`config.mk`:
```
export PLATFORM = sky130hd
export DESIGN_NAME = kfh_div
export DESIGN_NICKNAME = d
export VERILOG_FILES = /design/src/sv/kfh_pkg.sv /design/src/sv/kfh_div.sv
export SDC_FILE = /design/constraint.sdc
export NUM_CORES = 1
export LEC_CHECK = 0
export ABC_AREA = 1
export ABC_CLOCK_PERIOD_IN_PS = 9800
export BUFFER_PORTS_ARGS = -buffer_cell sky130_fd_sc_hd__buf_4
export CAP_MARGIN = 20
export CORE_ASPECT_RATIO = 1.75
export CORE_MARGIN = 5
export CORE_UTILIZATION = 58
export DETAILED_ROUTE_END_ITERATION = 8
export PLACE_DENSITY = 0.78
export SYNTH_ARGS = -nofsm -noshare
export SYNTH_HDL_FRONTEND = slang
export SYNTH_SLANG_ARGS = --single-unit
export TNS_END_PERCENT = 1
```
`constraint.sdc`:
```
create_clock -name clk_i -period 9.8 [get_ports clk_i]
set_input_delay 2.94 -clock clk_i [delete_from_list [all_inputs] [get_ports clk_i]]
set_output_delay 2.94 -clock clk_i [all_outputs]
set_load 0.03 [all_outputs]
```
`src/sv/kfh_pkg.sv`:
```
// Shared types, constants and Q16.16 helpers for the keyframe Hermite channel.
// No dependencies.
package kfh_pkg;

  localparam int unsigned CfgW       = 9;
  localparam int unsigned NumW       = 49;
  localparam int unsigned DenW       = 33;
  localparam int unsigned DivSteps   = NumW;
  // interval / 30 as ((interval / 2) * ceil(2^35 / 15)) >> 35
  localparam logic [31:0] DtsRecip   = 32'h8888_8889;
  localparam int unsigned DtsShift   = 35;

  localparam logic [2:0] KIND_EXACT  = 3'd0;
  localparam logic [2:0] KIND_BEFORE = 3'd1;
  localparam logic [2:0] KIND_INTERP = 3'd2;
  localparam logic [2:0] KIND_PAST   = 3'd3;
  localparam logic [2:0] KIND_EMPTY  = 3'd4;

  localparam logic OP_LOAD = 1'b0;
  localparam logic OP_EVAL = 1'b1;

  typedef enum logic [2:0] {
    ST_IDLE, ST_WALK, ST_LAST, ST_FETCH_A, ST_DIV_S, ST_DIV_T, ST_MUL
  } state_e;

  typedef enum logic [2:0] {
    MS_S2, MS_S3, MS_F, MS_H, MS_T1, MS_M1, MS_T2, MS_SUM
  } mul_step_e;

  typedef struct packed {
    logic [31:0]        key_time;
    logic [1:0]         value_count;
    logic signed [31:0] v1;
    logic signed [31:0] v2;
    logic signed [31:0] v3;
  } key_entry_t;

  typedef struct packed {
    logic signed [31:0] tin;
    logic signed [31:0] tout;
    logic signed [31:0] val;
  } key_view_t;

  typedef struct packed {
    logic                   start;
    logic signed [NumW-1:0] num;
    logic signed [DenW-1:0] den;
  } div_req_t;

  typedef struct packed {
    logic               done;
    logic signed [31:0] quo;
  } div_rsp_t;

  function automatic key_view_t decode_key(key_entry_t e);
    key_view_t r;
    unique case (e.value_count)
      2'd0:    r = '{tin: 32'sd0, tout: 32'sd0, val: 32'sd0};
      2'd1:    r = '{tin: 32'sd0, tout: 32'sd0, val: e.v1};
      2'd2:    r = '{tin: e.v1, tout: e.v1, val: e.v2};
      default: r = '{tin: e.v1, tout: e.v2, val: e.v3};
    endcase
    return r;
  endfunction

  function automatic logic signed [31:0] sat33(logic signed [32:0] v);
    logic signed [31:0] r;
    if (v > 33'sh0_7FFF_FFFF) r = 32'sh7FFF_FFFF;
    else if (v < -33'sh0_8000_0000) r = 32'sh8000_0000;
    else r = v[31:0];
    return r;
  endfunction

  function automatic logic signed [31:0] qadd(logic signed [31:0] a, logic signed [31:0] b);
    logic signed [32:0] s;
    s = 33'(a) + 33'(b);
    return sat33(s);
  endfunction

  function automatic logic signed [31:0] qsub(logic signed [31:0] a, logic signed [31:0] b);
    logic signed [32:0] s;
    s = 33'(a) - 33'(b);
    return sat33(s);
  endfunction

  function automatic logic signed [31:0] qmul(logic signed [31:0] a, logic signed [31:0] b);
    logic signed [63:0] p;
    logic signed [47:0] q;
    logic signed [31:0] r;
    p = 64'(a) * 64'(b);
    q = p[63:16];
    if (q > 48'sh0000_7FFF_FFFF) r = 32'sh7FFF_FFFF;
    else if (q < -48'sh0000_8000_0000) r = 32'sh8000_0000;
    else r = q[31:0];
    return r;
  endfunction

endpackage

```
`src/sv/kfh_div.sv`:
```
// Radix-2 restoring signed divider, one quotient bit a cycle, saturated to 32 bits.
// Depends on kfh_pkg.
module kfh_div import kfh_pkg::*; (
  input  logic     clk_i,
  input  logic     rst_ni,
  input  div_req_t req_i,
  output div_rsp_t rsp_o
);

  logic            busy_q, busy_d, done_q, done_d, neg_q, neg_d;
  logic [5:0]      cnt_q, cnt_d;
  logic [NumW-1:0] n_q, n_d, quo_q, quo_d;
  logic [DenW-1:0] d_q, d_d, rem_q, rem_d;
  logic signed [31:0] res_q, res_d;
  logic [DenW:0]   rem_sh;
  logic [NumW-1:0] quo_nx;

  always_comb begin
    busy_d = busy_q;
    done_d = 1'b0;
    neg_d  = neg_q;
    cnt_d  = cnt_q;
    n_d    = n_q;
    d_d    = d_q;
    rem_d  = rem_q;
    quo_d  = quo_q;
    res_d  = res_q;
    rem_sh = {rem_q, n_q[NumW-1]};
    quo_nx = {quo_q[NumW-2:0], 1'b0};
    if (req_i.start) begin
      busy_d = 1'b1;
      cnt_d  = '0;
      neg_d  = req_i.num[NumW-1] ^ req_i.den[DenW-1];
      n_d    = req_i.num[NumW-1] ? NumW'(-req_i.num) : NumW'(req_i.num);
      d_d    = req_i.den[DenW-1] ? DenW'(-req_i.den) : DenW'(req_i.den);
      rem_d  = '0;
      quo_d  = '0;
    end else if (busy_q) begin
      if (rem_sh >= {1'b0, d_q}) begin
        rem_d  = DenW'(rem_sh - {1'b0, d_q});
        quo_nx = {quo_q[NumW-2:0], 1'b1};
      end else begin
        rem_d = rem_sh[DenW-1:0];
      end
      quo_d = quo_nx;
      n_d   = {n_q[NumW-2:0], 1'b0};
      cnt_d = cnt_q + 6'd1;
      if (cnt_q == 6'(DivSteps - 1)) begin
        busy_d = 1'b0;
        done_d = 1'b1;
        if (!neg_q) begin
          res_d = (quo_nx > NumW'(32'h7FFF_FFFF)) ? 32'sh7FFF_FFFF : quo_nx[31:0];
        end else begin
          res_d = (quo_nx > NumW'(33'h0_8000_0000)) ? 32'sh8000_0000
                                                     : 32'(-quo_nx[31:0]);
        end
      end
    end
  end

  always_ff @(posedge clk_i or negedge rst_ni) begin
    if (!rst_ni) begin
      busy_q <= 1'b0;
      done_q <= 1'b0;
      cnt_q  <= '0;
    end else begin
      busy_q <= busy_d;
      done_q <= done_d;
      cnt_q  <= cnt_d;
    end
  end

  always_ff @(posedge clk_i) begin
    neg_q <= neg_d;
    n_q   <= n_d;
    d_q   <= d_d;
    rem_q <= rem_d;
    quo_q <= quo_d;
    res_q <= res_d;
  end

  assign rsp_o = '{done: done_q, quo: res_q};

endmodule

```
==> results of run 1 <==
-- power breakdown --
group	switching (uW)	internal (uW)	total (uW)	leakage, uW
logic	932	494	1430	0.00429
clock network	337	473	809	0.000341
registers	75.1	1040	1110	0.00192
total	1340	2000	3350	0.00655
-- layout make-up --
class	instances	area, um2
Multi-Input combinational cell	1275	6770
Fill cell	1990	7620
Inverter	231	868
Sequential cell	204	5280
Clock inverter	5	53.8
Tap cell	300	375
Clock buffer	33	634
Timing Repair Buffer	128	961
-- state kept, by name, indices dropped and copies added, names as in the netlist --
name    cells
n_q        49
quo_q      48
d_q        33
rem_q      33
res_q      32
cnt_q       6
busy_q      1
done_q      1
neg_q       1
-- logic make-up (layout without fill, tap and decap cells) --
kind of cell,count (synthesis),after routing
AOI/OAI and AO/OA,306,306
xor gates and xnor gates,94,94
adders and majority gates,40,40
buffers and inverters,284,397
DFF,204,204
and+or+nand+nor,835,835
-- worst max-delay path by stage --
stage,slack (ns),end,depth (start not counted)
floorplan,4.67,n_q[0],3
global placement,4.69,res_q[1],5
detailed placement,4.60,d_q[30],14
CTS,5.02,res_q[26],19
global route,4.55,res_q[26],19
finish,4.87,res_q[26],19
-- layout by cell type, fill, tap and decap left out, drive strengths merged, types with 2 or more instances in the layout --
| master | count |
|---|---|
| inv | 228 |
| or2 | 10 |
| dfxtp | 81 |
| a21o | 4 |
| xnor2 | 31 |
| xor2 | 63 |
| buf | 128 |
| a21oi | 67 |
| clkinv | 7 |
| nand3 | 117 |
| nor3 | 37 |
| o21a | 4 |
| nand4 | 43 |
| o22ai | 49 |
| nor2 | 226 |
| o21ai | 111 |
| nand3b | 4 |
| nor4 | 15 |
| a21boi | 2 |
| edfxtp | 115 |
| nand2 | 380 |
| dfrtp | 8 |
| o21bai | 3 |
| and3 | 2 |
| clkbuf | 33 |
| o211ai | 30 |
| o31ai | 5 |
| a22oi | 3 |
| a31oi | 25 |
| ha | 39 |
-- metrics by stage --
step | area [um2] | setup WS, ns | std cells | hold WS [ns] | total power [uW]
4_1_cts | 14900 | 5.02 | 2176 | 0.477 | 3340
3_5_place_dp | 14300 | 4.60 | 2138 | 0.458 | 2530
3_3_place_gp | 14300 | 4.69 | 2138 | 0.445 | 2520
2_1_floorplan | 13200 | 4.67 | 1763 | 0.429 | 2170
6_report | 14900 | 4.87 | 2176 | 0.478 | 3350
5_1_grt | 14900 | 4.55 | 2176 | 0.498 | 3570
-- synth_stat cells (3+ instances only) --
| library cell | instances |
|---|---|
| a21o_1 | 4 |
| a21oi_1 | 62 |
| a21oi_2 | 5 |
| a22oi_1 | 3 |
| a31oi_1 | 25 |
| buf_1 | 6 |
| buf_2 | 4 |
| buf_4 | 4 |
| buf_6 | 4 |
| clkbuf_1 | 34 |
| clkinv_1 | 3 |
| dfrtp_1 | 8 |
| dfxtp_1 | 81 |
| edfxtp_1 | 115 |
| ha_1 | 39 |
| inv_1 | 221 |
| inv_2 | 7 |
| nand2_1 | 370 |
| nand2_2 | 8 |
| nand3_1 | 116 |
| nand3b_1 | 4 |
| nand4_1 | 43 |
| nor2_1 | 212 |
| nor2_2 | 12 |
| nor3_1 | 32 |
| nor3_2 | 5 |
| nor4_1 | 15 |
| o211ai_1 | 28 |
| o21a_1 | 4 |
| o21ai_0 | 75 |
| o21ai_1 | 33 |
| o21bai_1 | 3 |
| o22ai_1 | 49 |
| o31ai_1 | 5 |
| or2_1 | 3 |
| or2_2 | 7 |
| xnor2_1 | 31 |
| xor2_1 | 63 |
-- per-layer routing --
metal,global-route usage,up-vias,share of wire,wire length [um]
met2,0.550,442,0.53,20500
li1,-,6136,-,-
met5,0,-,0,0
met3,0.0337,168,0.047,1830
met4,0.207,0,0.082,3200
met1,0.308,5829,0.35,13500
-- critical path: stages (launching register included) --
cell      delay, ns
edfxtp_1       0.41
inv_1          0.10
ha_1           0.28
nand2_1        0.13
inv_2          0.06
nand2_1        0.10
nor2_1         0.09
nand3_1        0.12
nand2_1        0.09
nor2_2         0.18
nand2_4        0.39
inv_1          0.57
ha_1           0.33
nand3_1        0.21
nor3_1         0.47
nand3_1        0.28
nor3_1         0.43
nand3_1        0.17
o21ai_1        0.15
o211ai_1       0.09
==> results by group, run 1 <==
Pwr
  – Pwr dens: 224 mW/mm2
  – Pleak: 0.00655 uW
  – Max VDD drop: 0.158 mV

Global routing
  – Vias in the first global route: 12400
  – Largest net degree at the start of global routing: 64
  – First-pass GRT wire length: 61400 um
  – GR Util All Layers: 0.300
  – Overflow after GRT: 0
  – Initial antenna violation count: 0

Setup path
  – Flop-to-flop setup slack: 4.87 ns
  – Setup crit start kind: flop
  – Worst R2R End: res_q[26]
  – CP startpoint: d_q[24]
  – Crit. End Element: flop
  – Critical path class: reg2reg
  – Crit path DAT: 5.17 ns
  – Worst r2r src: d_q[24]
  – Req. time, crit path: 10.05 ns
  – R2R cell count: 19
  – CP Max Fanout: 57

Floorplan
  – Rows: 73
  – Num ports: 118
  – Core area: 0.0226 mm2
  – Starting density of the core: 0.584
  – DIE HEIGHT: 209 um
  – Die width: 124 um
  – Die area: 0.0260 mm2

Clocking
  – Clk sinks: 204
  – Post_cts resized: 0
  – TritonCTS Buffers: 21
  – TritonCTS clock tree: yes
  – # hold bufs at CTS: 0
  – Setup Fix Bufs, Post-CTS: 0
  – Longest Clk Path Bufs: 3
  – Clock Latency Late Sink: 0.52 ns
  – Clock root cell: clkbuf_16
  – Clk slew on worst S/H paths: 0.07 ns
  – Htree depth: 1

Placement
  – Detailed placement HPWL: 30200 um
  – IO buf count: 117
  – Final GP Congestion: 1.06

Route
  – Via count: 12600
  – Antenna viol nets, final: 0
  – Post-route DRC: 0
  – DRT Wirelength: 39000 um
  – Initial drt markers: 901
  – Wire per inst: 17.9 um
  – First-pass DRT Iterations: 5
  – Via density: 5.78

Logic synthesis
  – Asr flop ratio synth: 0.0392
  – Seq cells post-synth: 204
  – Yosys warnings: 0
  – Area contributors post-synth: edfxtp_1 (26%), dfxtp_1 (12%), nand2_1 (11%)
  – Largest area contributor in the netlist: edfxtp_1
  – EDFF count, synth: 115
  – Synth top area share: 0.262
  – XOR/XNOR Fraction of Synth Area: 0.0625
  – Post-synth net total: 1888
  – Mean Syn Cell Area: 7.48 um2
  – Sequential fraction of the synthesis area: 0.400
  – Largest family of logic cells by synthesized area: simple AND/OR/NAND/NOR gates
  – Top_reg_cell synth: edfxtp_1
  – Netlist cell types: 53
  – Adder-cell share of the synthesized area: 0.0385
  – Post-Syn Instances: 1763
  – Post-synthesis compound-gate area fraction: 0.137
  – Post-synthesis mux area share: 0
  – Post-synthesis simple-gate area fraction: 0.276
  – Mapped Area: 0.0132 mm2

STA
  – Clock Skews: 0.0149 ns
  – Fin crit period: 4.93 ns
  – Fin. Hold Viols: 0
  – RSZ-0062 raised after global routing: false
  – Max Freq: 203 MHz
  – Actual slew at the worst max-slew pin: 0.964 ns
  – Final setup fails: 0
  – Slew HR: 0.357
  – Pins Over Slew Limit: 0
  – Tcrit/Tclk final: 0.503
  – Fin Setup TNS: 0 ns

Run status
  – Outcome: complete, no violations

Worst hold path
  – HP Start: rem_q[27]
  – Min-Delay Path Class: reg2reg
  – Worst Hold Depth: 2
  – Min-Delay Endpoint: rem_q[27]

Layout
  – ANT cells: 0
  – Area growth syn-to-layout: 13.4%
  – Fin util: 0.662
  – Final net count: 1986
  – Layout cells sized above 1: 0.114

Run
  – Max-Cap Viols: 0
No activity file was read; power rests on OpenSTA's default activity.
==> run 2, diff against run 1 <==
--- a/config.mk
+++ b/config.mk
@@ -6,7 +6,7 @@
 export NUM_CORES = 1
 export LEC_CHECK = 0
 export ABC_AREA = 1
-export ABC_CLOCK_PERIOD_IN_PS = 9800
+export ABC_CLOCK_PERIOD_IN_PS = 5100
 export BUFFER_PORTS_ARGS = -buffer_cell sky130_fd_sc_hd__buf_4
 export CAP_MARGIN = 20
 export CORE_ASPECT_RATIO = 1.75
==> constraint.sdc (replaced) <==
create_clock -name clk_i -period 5.1 [get_ports clk_i]
set_input_delay 1.53 -clock clk_i [delete_from_list [all_inputs] [get_ports clk_i]]
set_output_delay 1.53 -clock clk_i [all_outputs]
set_load 0.03 [all_outputs]
==> run 2 against run 1 <==
  * Sequential share of layout area down 0.11 points
  * Combinational power up 98%
  * Non-clock buffer count up 5
  * Worst setup slack worse by 3.6 ns
  * Maximum frequency up 28%
  * Register-to-register slack worse by 3.6 ns
  * First-iteration DRC count up 14%
  * Routed wire length up 1.6%
  * Final area up 0.31%
  * Critical path type unchanged
==> results by group, run 2 (synthesized netlist as in run 1, its figures left out) <==
Setup path
  – Worst setup path endpoint: res_q[1]
  – CP startpoint: n_q[48]
  – Worst R2R End: res_q[1]
  – Req. time, crit path: 5.34 ns
  – Crit. End Element: flop
  – Worst r2r src: n_q[48]
  – Flop-to-flop setup slack: 1.26 ns
  – Setup crit start kind: flop
  – R2R cell count: 18
  – Critical path class: reg2reg
  – CP Max Fanout: 56
  – Crit path DAT: 4.07 ns

Run status
  – Outcome: complete, no violations

Global routing
  – Initial antenna violation count: 0
  – Vias in the first global route: 12300
  – First-pass GRT wire length: 61200 um
  – Largest net degree at the start of global routing: 57
  – GR Util All Layers: 0.300
  – Overflow after GRT: 0

Layout
  – Largest register FFs: 49
  – Layout cells sized above 1: 0.119
  – ANT cells: 0
  – # fillers: 2006
  – Post-route cell area: 0.0150 mm2
  – Most flops, register: n_q
  – Biggest regs: n_q (49), quo_q (48)
  – Final net count: 1990
  – Area growth syn-to-layout: 13.7%
  – Most frequent cells in the layout: nand2_1 (370), inv_1 (221), nor2_1 (211)
  – Commonest non-fill, non-tap cell in the layout: nand2_1

Pwr
  – Max VDD drop: 0.435 mV
  – Psw: 2650 uW
  – Sw frac: 0.408
  – Pwr dens: 433 mW/mm2
  – Pleak: 0.00658 uW
  – Logic gate share of total power: 0.435
  – Sequential power share: 0.328
  – Clock share of power: 0.236
  – Total power: 6500 uW
  – Internal power: 3850 uW

STA
  – Tcrit/Tclk final: 0.752
  – Max Freq: 261 MHz
  – Clock Skews: 0.0214 ns
  – Pins Over Slew Limit: 0
  – Fin Setup TNS: 0 ns
  – RSZ-0062 raised after global routing: false
  – Fin crit period: 3.84 ns
  – Fin. Hold Viols: 0
  – Final setup fails: 0
  – Slew HR: 0.460
  – Actual slew at the worst max-slew pin: 0.809 ns

Floorplan
  – Die width: 124 um
  – DIE HEIGHT: 209 um
  – Num ports: 118
  – Rows: 73
  – Core area: 0.0226 mm2
  – Die area: 0.0260 mm2
  – Starting density of the core: 0.584

Clocking
  – Clk sinks: 204
  – Clk slew on worst S/H paths: 0.06 ns
  – Post_cts resized: 0
  – TritonCTS Buffers: 20
  – Setup Fix Bufs, Post-CTS: 0
  – Htree depth: 1
  – Clock root cell: clkbuf_16
  – Longest Clk Path Bufs: 3
  – TritonCTS clock tree: yes
  – # hold bufs at CTS: 0
  – Clock Latency Late Sink: 0.52 ns

Route
  – DRT Wirelength: 39600 um
  – Via count: 12600
  – Initial drt markers: 1030
  – Antenna viol nets, final: 0
  – First-pass DRT Iterations: 5
  – Via density: 5.77
  – Wire per inst: 18.2 um
  – Post-route DRC: 0

Placement
  – Final GP Congestion: 1.00
  – Area after detailed placement: 0.0143 mm2
  – IO buf count: 117
  – Detailed placement HPWL: 30400 um

Worst hold path
  – Min-Delay Path Class: reg2reg

Run
  – Max-Cap Viols: 0
==> run 2: cell count changes in the layout (fill, tap and decap cells not counted), sizes merged <==
cell	change
clkinv	+5
clkbuf	-8
buf	+5
clkinvlp	+1
==> run 2: power groups by stage <==
stage | clock network, uW | registers (uW) | logic [uW]
floorplan | 0 | 2110 | 2050
finish | 1540 | 2130 | 2830
CTS | 1560 | 2130 | 2800
global route | 1630 | 2150 | 3120
detailed placement | 0 | 2160 | 2780
global placement | 0 | 2160 | 2750
==> run 2: worst max-delay path, stage by stage, from the launching register on <==
cell and delay (ns):
edfxtp_1 0.34, inv_1 0.05, ha_1 0.23, fa_1 0.43, inv_1 0.10, nand3_1 0.09
nand3_2 0.11, nand2_1 0.07, nand2_2 0.12, nand2_2 0.10, nand2_4 0.06, buf_4 0.51
ha_1 0.26, nand3_1 0.08, nor4_1 0.27, a31oi_1 0.12, buf_4 0.17, nand2_4 0.27
o211ai_1 0.15
==> run 2: worst min-delay path by stage <==
stage | cells after the start | slack [ns] | to | start
detailed placement | 2 | 0.45 | quo_q[47] | quo_q[47]
CTS | 2 | 0.47 | quo_q[47] | quo_q[47]
global route | 2 | 0.49 | rem_q[30] | rem_q[30]
floorplan | 2 | 0.43 | quo_q[47] | quo_q[47]
finish | 2 | 0.47 | quo_q[47] | quo_q[47]
global placement | 2 | 0.44 | quo_q[47] | quo_q[47]
==> run 2: layout make-up <==
class	count	area, um2	area share
well taps	300	375	0.0250
clock inverters	11	103	0.00685
clock buffers	25	582	0.0388
flip-flops and latches	204	5280	0.352
repair buffers	133	1010	0.0675
multi-input cells	1275	6770	0.452
inverters	231	868	0.0579
==> run 2: routing by layer <==
metal | GRT usage | routed length [um]
met2 | 0.558 | 21200
met4 | 0.196 | 3040
met1 | 0.306 | 13600
met3 | 0.0324 | 1760
met5 | 0 | 0
==> run 2: per-stage QoR <==
stage	worst slack, ns	hold slack, ns	cells	util
5_1_grt	1.01	0.490	2179	0.664
3_3_place_gp	1.43	0.443	2143	0.634
4_1_cts	1.31	0.468	2179	0.664
3_5_place_dp	1.35	0.452	2143	0.634
6_report	1.26	0.465	2179	0.664
2_1_floorplan	1.38	0.429	1763	-
==> run 3, diff against run 2 <==
--- a/config.mk
+++ b/config.mk
@@ -6,7 +6,7 @@
 export NUM_CORES = 1
 export LEC_CHECK = 0
 export ABC_AREA = 1
-export ABC_CLOCK_PERIOD_IN_PS = 5100
+export ABC_CLOCK_PERIOD_IN_PS = 4000
 export BUFFER_PORTS_ARGS = -buffer_cell sky130_fd_sc_hd__buf_4
 export CAP_MARGIN = 20
 export CORE_ASPECT_RATIO = 1.75
==> constraint.sdc (replaced) <==
create_clock -name clk_i -period 4 [get_ports clk_i]
set_input_delay 1.2 -clock clk_i [delete_from_list [all_inputs] [get_ports clk_i]]
set_output_delay 1.2 -clock clk_i [all_outputs]
set_load 0.03 [all_outputs]
==> run 3 against run 2 <==
  * Total power is 27% higher
  * Worst setup slack worse by 0.96 ns
  * Critical path type unchanged
  * Global-route usage is 0.25 points higher
  * Critical endpoint is now res_q[3]
  * Register-to-register slack worse by 0.96 ns
==> results by group, run 3 (synthesized netlist as in run 1, its figures left out) <==
Run status
  – Outcome: complete, no violations

Layout
  – Fin util: 0.664
  – Post-route cell area: 0.0150 mm2
  – Final net count: 1994
  – Multi-input gate area: 0.00677 mm2
  – Layout cells sized above 1: 0.118
  – Sequential cell area: 0.00528 mm2
  – Commonest non-fill, non-tap cell in the layout: nand2_1
  – Biggest regs: n_q (49), quo_q (48)
  – Area growth syn-to-layout: 13.7%
  – ANT cells: 0
  – Most flops, register: n_q
  – Largest register FFs: 49
  – Most frequent cells in the layout: nand2_1 (370), inv_1 (221), nor2_1 (211)
  – # fillers: 2034

STA
  – Slew HR: 0.490
  – Pins Over Slew Limit: 0
  – Max Freq: 270 MHz
  – Setup ws final: 0.303 ns
  – Fin Setup TNS: 0 ns
  – Tcrit/Tclk final: 0.924
  – RSZ-0062 raised after global routing: false
  – Worst hold margin: 0.466 ns
  – Final setup fails: 0
  – Actual slew at the worst max-slew pin: 0.766 ns
  – Clock Skews: 0.0106 ns
  – Fin. Hold Viols: 0
  – Fin crit period: 3.70 ns

Worst hold path
  – HP Start: quo_q[47]
  – Min-Delay Path Class: reg2reg

Setup path
  – Critical path class: reg2reg
  – Crit path DAT: 4.03 ns
  – Crit-path max cell delay: 0.36 ns
  – Crit. End Element: flop
  – Req. time, crit path: 4.34 ns
  – CP Max Fanout: 20
  – CP startpoint: d_q[11]
  – Critical-path cell list: inv_1 > ha_1 > a21oi_1 > o21ai_1 > a21oi_1 > nand2_2 > nand2_2 > nand2_4 > inv_1 > ha_1 > nand3_1 > nor2_1 > nand2_1 > nor4_1 > nand2_1 > a21oi_2 > buf_4 > nand3_1 > o211ai_1
  – Worst r2r src: d_q[11]
  – Setup crit start kind: flop
  – Slowest-stage cell, CP: a21oi_1

Route
  – Post-route DRC: 0
  – Via density: 5.77
  – DRT Wirelength: 39700 um
  – First-pass DRT Iterations: 6
  – Via count: 12600
  – Initial drt markers: 847
  – Wire per inst: 18.2 um
  – Antenna viol nets, final: 0

Clocking
  – Longest Clk Path Bufs: 3
  – Htree depth: 1
  – # hold bufs at CTS: 0
  – Clk slew on worst S/H paths: 0.06 ns
  – TritonCTS clock tree: yes
  – Post_cts resized: 0
  – Clock root cell: clkbuf_16
  – Clk sinks: 204
  – TritonCTS Buffers: 21
  – Clock Latency Late Sink: 0.52 ns
  – Setup Fix Bufs, Post-CTS: 0

Global routing
  – Largest net degree at the start of global routing: 74
  – Overflow after GRT: 0
  – GR Util All Layers: 0.302
  – First-pass GRT wire length: 61600 um
  – Vias in the first global route: 12500
  – Initial antenna violation count: 0

Placement
  – Detailed placement HPWL: 30600 um
  – DP Worst Slack: 0.351 ns
  – Final GP Congestion: 1.01
  – Area after detailed placement: 0.0143 mm2
  – IO buf count: 117

Pwr
  – Pleak: 0.00657 uW
  – Max VDD drop: 0.477 mV
  – Pwr dens: 552 mW/mm2

Floorplan
  – Rows: 73
  – Die width: 124 um
  – Core area: 0.0226 mm2
  – DIE HEIGHT: 209 um
  – Starting density of the core: 0.584
  – Die area: 0.0260 mm2
  – Num ports: 118

Run
  – Max-Cap Viols: 0
[run 3: changes by cell type in the layout (fill, tap and decap cells not counted), sizes merged]
| cell | before | now |
|---|---|---|
| clkbuf | 25 | 28 |
| clkinv | 12 | 11 |
| buf | 133 | 136 |
[run 3: worst max-delay path: cells and delay by family (launching register included)]
| kind | cells | cell delay (ns) |
|---|---|---|
| flops | 1 | 0.32 |
| fa+ha+maj | 2 | 0.56 |
| compound gates | 5 | 0.94 |
| simple gates | 9 | 1.31 |
| buf+inv | 3 | 0.41 |
[run 3: cell type report]
cell class | instances | share of cell area
multi-input combinational | 1275 | 0.452
sequential | 204 | 0.352
timing repair buffer | 136 | 0.0690
inverter | 231 | 0.0580
clock buffer | 28 | 0.0382
tap | 300 | 0.0251
clock inverter | 10 | 0.00551
[run 3: path summary, 6_finish.rpt]
kind / endpoint / slack (ns) / depth (start not counted)
worst max-delay path: res_q[3] / 0.30 / 19
worst min-delay path: quo_q[47] / 0.47 / 2
worst max register to register: res_q[3] / 0.30 / 19
worst min register to register: quo_q[47] / 0.47 / 2
max in group asynchronous: cnt_q[0] / 3.37 / 1
min in group asynchronous: cnt_q[2] / 0.50 / 1
[run 3: report_power, final]
group	leakage, uW	switching, uW	internal, uW	total (uW)
logic	0.00433	2370	1270	3640
registers	0.00192	182	2540	2720
clock network	0.000321	831	1070	1900
total	0.00657	3380	4890	8270
[run 3: metrics by stage]
stage	cells	power, uW
floorplan	1763	5310
CTS	2184	8250
global route	2184	8780
finish	2184	8270
global placement	2146	6290
detailed placement	2146	6330
[run 3: metal layers]
layer | share of wire | global-route usage | vias up | routed length (um)
li1 | - | - | 6151 | -
met1 | 0.33 | 0.297 | 5796 | 13300
met2 | 0.54 | 0.569 | 486 | 21300
met3 | 0.050 | 0.0359 | 179 | 2000
met4 | 0.078 | 0.207 | 0 | 3100
met5 | 0 | 0 | - | 0
